File: src/rtl/core/smeu_pkg.sv
package smeu_pkg;

   localparam int STACK_DEPTH = 64;
   localparam int SP_W = $clog2(STACK_DEPTH);
   localparam int CNT_W = $clog2(STACK_DEPTH + 1);

   localparam logic [4:0] OP_PUSH = 5'd0;
   localparam logic [4:0] OP_ADD = 5'd1;
   localparam logic [4:0] OP_SUB = 5'd2;
   localparam logic [4:0] OP_MUL = 5'd3;
   localparam logic [4:0] OP_DIV = 5'd4;
   localparam logic [4:0] OP_IN = 5'd5;
   localparam logic [4:0] OP_OUT = 5'd6;
   localparam logic [4:0] OP_RPUSH = 5'd7;
   localparam logic [4:0] OP_POP = 5'd8;
   localparam logic [4:0] OP_JMP = 5'd9;
   localparam logic [4:0] OP_JB = 5'd10;
   localparam logic [4:0] OP_JE = 5'd11;
   localparam logic [4:0] OP_JBE = 5'd12;
   localparam logic [4:0] OP_JA = 5'd13;
   localparam logic [4:0] OP_JAE = 5'd14;
   localparam logic [4:0] OP_JNE = 5'd15;
   localparam logic [4:0] OP_HALT = 5'd16;

   localparam logic [2:0] ERR_NONE = 3'd0;
   localparam logic [2:0] ERR_UNDER = 3'd1;
   localparam logic [2:0] ERR_OVER = 3'd2;
   localparam logic [2:0] ERR_DIV0 = 3'd3;
   localparam logic [2:0] ERR_OPCODE = 3'd4;
   localparam logic [2:0] ERR_REG = 3'd5;

   typedef struct packed {
      logic [4:0] action;
      logic signed [31:0] operand;
      logic signed [31:0] console_value;
   } req_type;

   typedef struct packed {
      logic [15:0] next_ip;
      logic out_valid;
      logic signed [31:0] out_value;
      logic halted;
      logic [2:0] error_code;
   } rsp_type;

endpackage

File: src/rtl/core/smeu_ram.sv
module smeu_ram #(
   parameter int WIDTH = 32,
   parameter int DEPTH = 64
) (
   input  logic                     clock,
   input  logic                     wr_en,
   input  logic [$clog2(DEPTH)-1:0] wr_addr,
   input  logic [WIDTH-1:0]         wr_data,
   input  logic [$clog2(DEPTH)-1:0] rd_addr,
   output logic [WIDTH-1:0]         rd_data
);

   logic [WIDTH-1:0] mem_ff [DEPTH];

   // write one entry, register the read
   always_ff @(posedge clock) begin
      if (wr_en) begin
         mem_ff[wr_addr] <= wr_data;
      end
      rd_data <= mem_ff[rd_addr];
   end

endmodule

File: src/rtl/core/smeu_divider.sv
module smeu_divider
   import smeu_pkg::*;
(
   input  logic        clock,
   input  logic        reset,
   input  logic        start,
   input  logic [31:0] dividend,
   input  logic [31:0] divisor,
   output logic        done,
   output logic [31:0] quotient
);

   logic        busy_ff, busy_in;
   logic [5:0]  cnt_ff, cnt_in;
   logic [31:0] rem_ff, rem_in;
   logic [31:0] quo_ff, quo_in;
   logic [31:0] dvs_ff, dvs_in;
   logic        neg_ff, neg_in;
   logic [32:0] trial;
   logic [31:0] ma;
   logic [31:0] mb;

   assign ma = dividend[31] ? (32'd0 - dividend) : dividend;
   assign mb = divisor[31] ? (32'd0 - divisor) : divisor;
   assign trial = {rem_ff, quo_ff[31]} - {1'b0, dvs_ff};

   // shift-subtract one quotient bit a cycle on magnitudes
   always_comb begin
      busy_in = busy_ff;
      cnt_in = cnt_ff;
      rem_in = rem_ff;
      quo_in = quo_ff;
      dvs_in = dvs_ff;
      neg_in = neg_ff;
      done = 1'b0;
      if (start) begin
         busy_in = 1'b1;
         cnt_in = 6'd0;
         rem_in = 32'd0;
         quo_in = ma;
         dvs_in = mb;
         neg_in = dividend[31] ^ divisor[31];
      end else if (busy_ff) begin
         if (cnt_ff == 6'd32) begin
            busy_in = 1'b0;
            done = 1'b1;
         end else begin
            cnt_in = cnt_ff + 6'd1;
            if (!trial[32]) begin
               rem_in = trial[31:0];
               quo_in = {quo_ff[30:0], 1'b1};
            end else begin
               rem_in = {rem_ff[30:0], quo_ff[31]};
               quo_in = {quo_ff[30:0], 1'b0};
            end
         end
      end
   end

   assign quotient = neg_ff ? (32'd0 - quo_ff) : quo_ff;

   always_ff @(posedge clock) begin
      if (reset) begin
         busy_ff <= 1'b0;
         cnt_ff <= 6'd0;
      end else begin
         busy_ff <= busy_in;
         cnt_ff <= cnt_in;
      end
      rem_ff <= rem_in;
      quo_ff <= quo_in;
      dvs_ff <= dvs_in;
      neg_ff <= neg_in;
   end

   assert property (@(posedge clock) disable iff (reset) done |-> busy_ff)
      else $error("divider done while idle");
   assert property (@(posedge clock) disable iff (reset) busy_ff |-> cnt_ff <= 6'd32)
      else $error("divider count past width");
   assert property (@(posedge clock) disable iff (reset) start |=> busy_ff)
      else $error("divider did not start");

endmodule

File: src/rtl/core/stack_machine_execute_unit.sv
// One instruction at a time: a new request is taken only in idle, after the last response is accepted.
// The stack memory's registered read port needs the read states RD1 (top entry) and RD2
// (second entry), and div waits in the DIV state for the bit-serial divider.
// Reset: synchronous, clears stack count, general registers, pointer and halt flag;
// stack contents stay undefined until pushed.
module stack_machine_execute_unit
   import smeu_pkg::*;
(
   input  logic    clock,
   input  logic    reset,
   input  logic    req_valid,
   output logic    req_ready,
   input  req_type req_data,
   output logic    rsp_valid,
   input  logic    rsp_ready,
   output rsp_type rsp_data
);

   typedef enum logic [5:0] {
      ST_IDLE  = 6'b000001,
      ST_RD1   = 6'b000010,
      ST_RD2   = 6'b000100,
      ST_EXEC  = 6'b001000,
      ST_DIV   = 6'b010000,
      ST_RESP  = 6'b100000
   } state_type;

   state_type   state_ff, state_in;
   req_type     req_ff, req_in;
   rsp_type     rsp_ff, rsp_in;
   logic [CNT_W-1:0] cnt_ff, cnt_in;
   logic [31:0] regs_ff [4];
   logic [31:0] regs_in [4];
   logic [15:0] ip_ff, ip_in;
   logic        halt_ff, halt_in;
   logic [31:0] top_ff, top_in;
   logic [31:0] below_ff, below_in;

   logic             wr_en;
   logic [SP_W-1:0]  wr_addr;
   logic [31:0]      wr_data;
   logic [SP_W-1:0]  rd_addr;
   logic [31:0]      rd_data;
   logic             div_start, div_done;
   logic [31:0]      div_q;

   // decode
   logic [1:0]  need_pop;
   logic        pushes, bad_op, bad_reg;
   logic [2:0]  err;
   logic        lt, eq, take;
   logic [31:0] alu;
   logic [15:0] nxt;
   logic [31:0] prod;

   smeu_ram #(.WIDTH(32), .DEPTH(STACK_DEPTH)) u_stack (
      .clock(clock), .wr_en(wr_en), .wr_addr(wr_addr), .wr_data(wr_data),
      .rd_addr(rd_addr), .rd_data(rd_data));

   smeu_divider u_div (
      .clock(clock), .reset(reset), .start(div_start), .dividend(below_ff),
      .divisor(top_ff), .done(div_done), .quotient(div_q));

   always_comb begin
      need_pop = 2'd0;
      pushes = 1'b0;
      bad_op = 1'b0;
      bad_reg = (req_ff.operand > 32'sd3) || (req_ff.operand < 32'sd0);
      unique case (req_ff.action)
         OP_PUSH, OP_IN: pushes = 1'b1;
         OP_RPUSH: pushes = 1'b1;
         OP_ADD, OP_SUB, OP_MUL, OP_DIV, OP_JB, OP_JE, OP_JBE, OP_JA, OP_JAE,
         OP_JNE: need_pop = 2'd2;
         OP_OUT, OP_POP: need_pop = 2'd1;
         OP_JMP, OP_HALT: ;
         default: bad_op = 1'b1;
      endcase
      priority if (bad_op) err = ERR_OPCODE;
      else if (bad_reg && (req_ff.action == OP_RPUSH || req_ff.action == OP_POP))
         err = ERR_REG;
      else if (cnt_ff < CNT_W'(need_pop)) err = ERR_UNDER;
      else if (pushes && cnt_ff >= CNT_W'(STACK_DEPTH)) err = ERR_OVER;
      else if (req_ff.action == OP_DIV && top_ff == 32'd0) err = ERR_DIV0;
      else err = ERR_NONE;
   end

   assign lt = $signed(below_ff) < $signed(top_ff);
   assign eq = below_ff == top_ff;
   assign prod = below_ff * top_ff;

   always_comb begin
      unique case (req_ff.action)
         OP_JB: take = lt;
         OP_JE: take = eq;
         OP_JBE: take = lt || eq;
         OP_JA: take = !lt && !eq;
         OP_JAE: take = !lt;
         default: take = !eq;
      endcase
   end

   // sequence one instruction through read, execute and response
   always_comb begin
      state_in = state_ff;
      req_in = req_ff;
      rsp_in = rsp_ff;
      cnt_in = cnt_ff;
      regs_in = regs_ff;
      ip_in = ip_ff;
      halt_in = halt_ff;
      top_in = top_ff;
      below_in = below_ff;
      wr_en = 1'b0;
      wr_addr = cnt_ff[SP_W-1:0];
      wr_data = 32'd0;
      rd_addr = SP_W'(cnt_ff - CNT_W'(1));
      div_start = 1'b0;
      alu = 32'd0;
      nxt = ip_ff + 16'd1;
      unique case (state_ff)
         ST_IDLE: begin
            if (req_valid) begin
               req_in = req_data;
               state_in = ST_RD1;
            end
         end
         // capture the top entry, read the second one
         ST_RD1: begin
            top_in = rd_data;
            rd_addr = SP_W'(cnt_ff - CNT_W'(2));
            state_in = ST_RD2;
         end
         ST_RD2: begin
            below_in = rd_data;
            state_in = ST_EXEC;
         end
         ST_EXEC, ST_DIV: begin
            rsp_in = '0;
            if (halt_ff) begin
               rsp_in.next_ip = ip_ff;
               rsp_in.halted = 1'b1;
               state_in = ST_RESP;
            end else if (state_ff == ST_EXEC && req_ff.action == OP_DIV &&
                         err == ERR_NONE) begin
               div_start = 1'b1;
               state_in = ST_DIV;
            end else if (state_ff == ST_DIV && !div_done) begin
               state_in = ST_DIV;
            end else if (err != ERR_NONE) begin
               rsp_in.next_ip = ip_ff;
               rsp_in.halted = 1'b1;
               rsp_in.error_code = err;
               halt_in = 1'b1;
               state_in = ST_RESP;
            end else begin
               cnt_in = cnt_ff - CNT_W'(need_pop);
               wr_addr = SP_W'(cnt_in);
               unique case (req_ff.action)
                  OP_PUSH: begin alu = req_ff.operand; nxt = ip_ff + 16'd2; end
                  OP_ADD: alu = below_ff + top_ff;
                  OP_SUB: alu = below_ff - top_ff;
                  OP_MUL: alu = prod;
                  OP_DIV: alu = div_q;
                  OP_IN: alu = req_ff.console_value;
                  OP_RPUSH: begin
                     alu = regs_ff[req_ff.operand[1:0]];
                     nxt = ip_ff + 16'd2;
                  end
                  OP_POP: begin
                     regs_in[req_ff.operand[1:0]] = top_ff;
                     nxt = ip_ff + 16'd2;
                  end
                  OP_OUT: begin
                     rsp_in.out_valid = 1'b1;
                     rsp_in.out_value = top_ff;
                  end
                  OP_JMP: nxt = req_ff.operand[15:0];
                  OP_HALT: begin halt_in = 1'b1; nxt = ip_ff; end
                  default: nxt = take ? req_ff.operand[15:0] : ip_ff + 16'd2;
               endcase
               if (pushes || req_ff.action == OP_ADD || req_ff.action == OP_SUB ||
                   req_ff.action == OP_MUL || req_ff.action == OP_DIV) begin
                  wr_en = 1'b1;
                  wr_data = alu;
                  cnt_in = cnt_ff - CNT_W'(need_pop) + CNT_W'(1);
               end
               ip_in = nxt;
               rsp_in.next_ip = nxt;
               rsp_in.halted = halt_in;
               state_in = ST_RESP;
            end
         end
         ST_RESP: begin
            if (rsp_ready) state_in = ST_IDLE;
         end
         default: state_in = ST_IDLE;
      endcase
   end

   assign req_ready = state_ff == ST_IDLE;
   assign rsp_valid = state_ff == ST_RESP;
   assign rsp_data = rsp_ff;

   always_ff @(posedge clock) begin
      if (reset) begin
         state_ff <= ST_IDLE;
         cnt_ff <= '0;
         ip_ff <= 16'd0;
         halt_ff <= 1'b0;
         for (int i = 0; i < 4; i++) regs_ff[i] <= 32'd0;
      end else begin
         state_ff <= state_in;
         cnt_ff <= cnt_in;
         ip_ff <= ip_in;
         halt_ff <= halt_in;
         regs_ff <= regs_in;
      end
      req_ff <= req_in;
      rsp_ff <= rsp_in;
      top_ff <= top_in;
      below_ff <= below_in;
   end

   assert property (@(posedge clock) disable iff (reset) cnt_ff <= CNT_W'(STACK_DEPTH))
      else $error("stack count past depth");
   assert property (@(posedge clock) disable iff (reset)
      rsp_valid && rsp_data.error_code != ERR_NONE |-> rsp_data.halted)
      else $error("error without halt");
   assert property (@(posedge clock) disable iff (reset)
      rsp_valid && rsp_data.out_valid |-> !rsp_data.halted)
      else $error("output while halted");

endmodule
File: config.mk
export PLATFORM = sky130hd
export DESIGN_NAME = stack_machine_execute_unit
export DESIGN_NICKNAME = d
export VERILOG_FILES = /design/src/rtl/core/smeu_pkg.sv /design/src/rtl/core/smeu_ram.sv /design/src/rtl/core/smeu_divider.sv /design/src/rtl/core/stack_machine_execute_unit.sv
export SDC_FILE = /design/constraint.sdc
export NUM_CORES = 2
export LEC_CHECK = 0
export BUFFER_PORTS_ARGS = -buffer_cell sky130_fd_sc_hd__buf_2
export CAP_MARGIN = 20
export CELL_PAD_IN_SITES_DETAIL_PLACEMENT = 1
export CELL_PAD_IN_SITES_GLOBAL_PLACEMENT = 1
export CORE_ASPECT_RATIO = 0.6
export CORE_MARGIN = 2
export CORE_UTILIZATION = 36
export CTS_CLUSTER_SIZE = 28
export DETAILED_ROUTE_END_ITERATION = 12
export PLACE_DENSITY = 0.59
export SLEW_MARGIN = 10
export SYNTH_ARGS = -nofsm -noshare
export SYNTH_HDL_FRONTEND = slang
export SYNTH_SLANG_ARGS = --single-unit
File: constraint.sdc
create_clock -name clock -period 9.8 [get_ports clock]
set_input_delay 1.47 -clock clock [delete_from_list [all_inputs] [get_ports clock]]
set_output_delay 1.47 -clock clock [all_outputs]
set_load 0.02 [all_outputs]
# Yosys cells after proc, flatten, opt, wreduce, memory -nomap -nowiden
# Memories as Yosys holds them, arrays and structs flattened. A register that Yosys moved wholly into a read port is not among the register bits.
# Index checks and enable logic that the tools add are counted.
word_totals:
  regBits: 448
  latchBits: 0
  mem_bits_rw: 2048
  romBits: 0
  out_inout_bits: 55
  memories: 1
mem_list:
  columns: ["name", "depth", "width", "rd", "rd_ports_with_merged_regs", "write_ports", "line_no", "rtl"]
  rows:
  - ["u_stack.mem_ff", 64, 32, 1, 1, 1, "smeu_ram.sv:13", "logic [WIDTH-1:0] mem_ff [DEPTH];"]
classes:
  n_addsub: 13
  multipliers: 1
  div: 0
  magnitude_cmp: 7
  n_eq_ne: 27
  n_shift: 0
  mux: 73
  bitwise: 8
  n_reduce_logical: 41
op_table:
  columns: ["op", "count"]
  rows:
  - ["$mux W32", 15]
  - ["$pmux W32 S7", 1]
  - ["$bwmux W128", 1]
  - ["$mux W53", 2]
  - ["$sub A1 B32 Y32 const A", 3]
  - ["$mux W33", 2]
  - ["$mux W6", 11]
  - ["$bmux W32 S2", 1]
  - ["$demux W32 S2", 1]
  - ["$pmux W16 S4", 1]
  - ["$mux W16", 3]
  - ["$eq A5 B4 Y1 const B", 8]
  - ["$sub A33 B32 Y33", 1]
  - ["$add A32 B32 Y32", 1]
  - ["$eq A32 B32 Y1", 1]
  - ["$gt A32 B3 Y1 const B", 1]
  - ["$logic_not A32 Y1", 1]
  - ["$lt A32 B1 Y1 const B", 1]
  - ["$lt A32 B32 Y1", 1]
  - ["$mul A32 B32 Y32", 1]
  - ["$sub A32 B32 Y32", 1]
  - ["$mux W31", 1]
  - ["$pmux W6 S5", 1]
  - ["$mux W1", 24]
  - ["other kinds (49)", 86]

# Depth between registers and ports, before layout
depth:
  ltp_word: 22
  depth_mapped: 29
  depth_no_buf: 27

# Cells and area by module
# Synthesis repeated with hierarchy kept, for this count alone.
unflattened:
  hier_cells: 8228
  hier_area_um2: 121620.4
by_module_without_submodules:
  columns: ["mod", "instances", "cells_per_inst", "area_each_um2", "seq_area_each_um2"]
  rows:
  - ["smeu_ram", 1, 3511, 79039.6, 62139.6]
  - ["stack_machine_execute_unit", 1, 3859, 35077.4, 8748.4]
  - ["smeu_divider", 1, 858, 7503.4, 2732.6]

# Worst setup path before layout
# Ideal clock, no wire load.
synth_path:
  kind: "flip-flop to flip-flop"
  startpoint: "reg top_ff[8]"
  endpoint: "mem u_stack.mem_ff[0][31], data pin"
  setup_time_ns: 0.584
  arrival_ns: 8.802
  slack_ns: 0.414
  path_stages_with_launch: 29
  synth_period_minus_slack_ns: 9.386
  path_cell_list: "edfxtp_1 -> clkbuf_1 -> buf_1 -> nand2_1 -> fa_1 -> inv_1 -> fa_1 -> fa_1 -> inv_1 -> fa_1 -> inv_1 -> fa_1 -> inv_1 -> fa_1 -> inv_1 -> fa_1 -> fa_1 -> ha_1 -> and3_1 -> a31oi_1 -> nand4bb_1 -> a31oi_1 -> o31ai_1 -> a211oi_1 -> o21bai_1 -> a21oi_1 -> xnor2_1 -> nand2_1 -> a41oi_1"
synth_between:
  elab_chain_cells: 19
  elab_cells_between_ends: 26
synth_rtl:
  columns: ["element", "line_no", "rtl"]
  rows:
  - ["from (decl)", "stack_machine_execute_unit.sv:36", "logic [31:0] top_ff, top_in;"]
  - ["from (signal assigned)", "stack_machine_execute_unit.sv:220", "top_ff <= top_in;"]
  - ["branches (longest 16 deep; another with $mul A32 B32 Y32)", null, null]
  - ["$mux W32 (*)", "stack_machine_execute_unit.sv:143", "end else if (state_ff == ST_EXEC && req_ff.action == OP_DIV &&"]
  - ["$mux W32 (*)", "stack_machine_execute_unit.sv:139", "if (halt_ff) begin"]
  - ["$mux W32 (*)", "stack_machine_execute_unit.sv:120", "unique case (state_ff)"]
  - ["named net u_stack.wr_data[31]", "smeu_ram.sv:8", "input logic [WIDTH-1:0] wr_data,"]
  - ["to (decl)", "smeu_ram.sv:13", null]
# Mark *: on every way through the listed nets, which the timed path passes.

# Worst setup path after layout
layout_path:
  startpoint: "reg top_ff[11]"
  endpoint: "mem u_stack.mem_ff[50][27], data pin"
# Same word-level chain as after synthesis.

==> summary.txt <==
Pwr
  • Switching Share: between 20% and 30%
  • Sequential share of power: a little under half
  • Pwr Total: about 0.024 W
  • Logic pwr share: ~14%
  • Clock Power Share: between 30% and 40%
  • Pleak: around 48 nW
  • Pwr/cell area: around 180 mW/mm^2
  • Sw Pwr: around 0.0065 W
  • Pint: about 0.018 W
  • Worst VDD drop: between 0.00015 and 0.0002 V

Clocking
  • Worst-Skew Late Latency: 0.96 ns
  • CTS tree: done
  • Hold_buf cts: 0
  • Maximum root-to-sink buffer count: 4
  • Clock tree sinks: approximately 2500
  • Post-CTS setup repair buffer count: 0
  • Worst-path clk slew: approximately 0.080 ns
  • H-Tree Depth: 4
  • CTS root buf: clkbuf_16
  • CTS Buf Count: between 200 and 250
  • Post-CTS sizing: 0

Timing
  • Final hold viol count: 0
  • Setup TNS: 0 ns
  • RSZ-0062 raised after global routing: no
  • Slew Viols, Final: 0
  • Crit path time final: around 9.3 ns
  • Slew headroom: roughly an eighth
  • Finish-stage setup viols: 0
  • Peak Freq: roughly 110 MHz
  • Post-route clock skew: about 0.1 ns
  • Slew @ Worst Pin: approximately 1.3 ns
  • Fin crit share: 94.9%

Placement
  • Gp weighted congestion: ~0.95
  • I/O Buffers: 127
  • Final HPWL DP: between 200000 and 300000 um
  • Placed insts: roughly 13000

Critical path
  • Critical R2R Capture: u_stack.mem_ff[50][27]
  • WP data required: about 11 ns
  • Setup Crit Path Kind: reg2reg
  • Path depth of the worst reg2reg path: 25
  • Max FO, Critical Path: 39
  • CP Data Arrival Time: ~10 ns
  • Setup crit end kind: register
  • Reg2reg setup slack: 0.50 ns
  • Reg2Reg Launch Point: top_ff[11]
  • Startpoint Class: register

Drt
  • Drt wl/cell: between 30 and 40 um
  • Post-route DRC: 0
  • Detailed-route via count: ~75000
  • Drt via density: a little under 6
  • First drt pass iteration count: 8
  • Post-route ant nets: 0
  • Detailed-route wire length: 433000 um
  • Initial DRC count: around 9600

Global route
  • Largest net degree at the start of global routing: 112
  • GR Layer Usage met2: between 30% and 40%
  • First-pass GRT wire length: 603000 um
  • Top Usage Layer GRT: met1
  • GR Overflow Total: 0
  • Vias in the first global route: 75400
  • M3 GR Usage: 8.19%
  • Initial antenna violation count: 63
  • Global Route met1 Usage: around two fifths
  • GRT Overall Usage: 24.9%

Hold path
  • Hold path startpoint: u_stack.rd_data[24]
  • Worst hold path type: reg2reg
  • Worst hold path cell count: 0
  • WHS Endpoint: top_ff[24]

Floorplan
  • Die area: 0.342 mm^2
  • # rows: about 170
  • Core ar.: around 0.34 mm^2
  • Chip height: between 400 and 500 um
  • Num ports: roughly 130
  • Initial Util: ~36%
  • Die width: between 700 and 800 um

Status
  • Status: finished clean

Layout
  • Nets: about 9000
  • Fraction of layout cells with a size suffix above 1: 18.5%
  • Fillers: ~34000
  • Non-Filler Instances: 13000
  • Sequential cell area: about 0.074 mm^2
  • Area of the multi-input gates: roughly 0.045 mm^2
  • Layout area overhead: 13.0%

Flow run
  • # Max-Cap Violations: 0

Yosys
  • Most used DFF post-synth: edfxtp_1
  • Syn Inst Count: between 8000 and 9000
  • Most common cell in the netlist: edfxtp_1
  • Synthesized area: 0.121 mm^2
  • Asr flop ratio synth: 0%
  • Syn_nets: a little under 9000
  • Register bit total from synthesis: approximately 2500
  • YS warnings: 0
  • Avg Cell Area, Syn: 15.0 um^2
  • Synth top area share: 56.9%
  • Count of cell types in the netlist: 99
  • Synth top cells by count: 2299 x edfxtp_1, 698 x nand2_1, 576 x mux4_2
  • Synth area leaders: edfxtp_1 57%, mux4_2 11%, fa_1 6.8%
  • Area leader, netlist: edfxtp_1
  • Sequential-to-total area share from yosys stat: roughly 61%
  • Post-synth EDFFs: roughly 2300
[cells in the final DEF (no fill, tap or decap), types with 203 or more instances in the layout]
master | Yosys | final
edfxtp_1 | 2299 | 2299
nand2_1 | 698 | 696
mux4_2 | 576 | 576
inv_1 | 501 | 499
fa_1 | 412 | 412
a21oi_1 | 429 | 405
buf_4 | 4 | 303
and2_1 | 264 | 263
clkbuf_16 | 0 | 242
ha_1 | 231 | 231
dfxtp_1 | 229 | 229
o21ai_0 | 206 | 206
nor2_1 | 274 | 203
[registers in the layout, summed over array words and instances (netlist names)]
| name | cells |
|---|---|
| below_ff | 32 |
| cnt_ff | 7 |
| halt_ff | 1 |
| ip_ff | 16 |
| regs_ff | 128 |
| req_ff | 69 |
| rsp_data | 53 |
| state_ff | 6 |
| top_ff | 32 |
| u_div.busy_ff | 1 |
| u_div.cnt_ff | 6 |
| u_div.dvs_ff | 32 |
| u_div.neg_ff | 1 |
| u_div.quo_ff | 32 |
| u_div.rem_ff | 32 |
| u_stack.mem_ff | 2048 |
| u_stack.rd_data | 32 |
[worst max path at each step]
stage / slack (ns) / endpoint / startpoint / cells after the start
after floorplan: 0.41 / u_stack.mem_ff[0][31] / top_ff[8] / 28
after global placement: 0.89 / u_stack.mem_ff[52][27] / top_ff[11] / 25
after detailed placement: 0.80 / u_stack.mem_ff[52][27] / top_ff[11] / 25
after CTS: 0.70 / u_stack.mem_ff[50][27] / top_ff[11] / 25
after global routing: 0.35 / u_stack.mem_ff[50][27] / top_ff[11] / 25
final: 0.50 / u_stack.mem_ff[50][27] / top_ff[11] / 25
[power groups by stage]
| stage | clock (W) | sequential [W] | combinational [W] |
|---|---|---|---|
| finish | 0.00931 | 0.0117 | 0.00340 |
| global route | 0.00986 | 0.0117 | 0.00360 |
| CTS | 0.00948 | 0.0117 | 0.00328 |
| detailed placement | 0 | 0.0119 | 0.00324 |
| global placement | 0 | 0.0119 | 0.00322 |
| floorplan | 0 | 0.0119 | 0.00191 |
[area by class of cell]
class / instances / share of cell area (%)
antenna: 14 / 0.0255
sequential: 2528 / 53.7
clock inverter: 142 / 0.943
clock buffer: 292 / 4.57
tap: 4509 / 4.11
multi-input combinational: 4521 / 32.7
timing repair buffer: 463 / 2.57
inverter: 508 / 1.39
[critical path: stages, from the launching register on]
cell      delay [ns]
edfxtp_1        1.12
ha_1            0.67
fa_1            0.49
inv_1           0.08
fa_1            0.48
fa_1            0.56
inv_1           0.05
fa_1            0.46
ha_1            0.30
fa_1            0.45
fa_1            0.65
fa_1            0.51
ha_1            0.43
a21oi_1         0.28
nand2_1         0.10
a21o_1          0.18
a31oi_1         0.18
o31ai_1         0.11
buf_4           0.18
nand3_1         0.08
nand2_1         0.08
xnor2_1         0.16
nor2_1          0.25
a221oi_1        0.13
a31oi_4         0.78
buf_12          0.29
[per-layer routing]
layer	routed length (um)	up-vias
met5	115	-
met3	52500	411
met4	6410	20
met1	206000	40700
li1	-	30600
met2	167000	3479
[per-stage QoR]
step                instance area (um^2)  hold WS, ns  utilization [%]  setup WS [ns]
CTS                               137000        0.426             40.8          0.699
global route                      137000        0.436             40.8          0.349
finish                            137000        0.434             40.8          0.502
global placement                  129000        0.413             38.5          0.893
detailed placement                130000        0.419             38.5          0.802
floorplan                         121000        0.404                -          0.414
[cell families (layout without fill, tap and decap cells)]
group,after synthesis,in the layout,synth area share [%]
DFF,2528,2528,60.6
and+or+nand+nor,1736,1736,6.98
AOI/OAI and AO/OA,1164,1164,6.15
buffers and inverters,1029,1405,3.31
muxes,732,732,12.0
adders and majority gates,643,643,9.17
xor gates and xnor gates,246,246,1.79
other,0,14,0
Note: power is estimated with default switching activity, not from simulation.
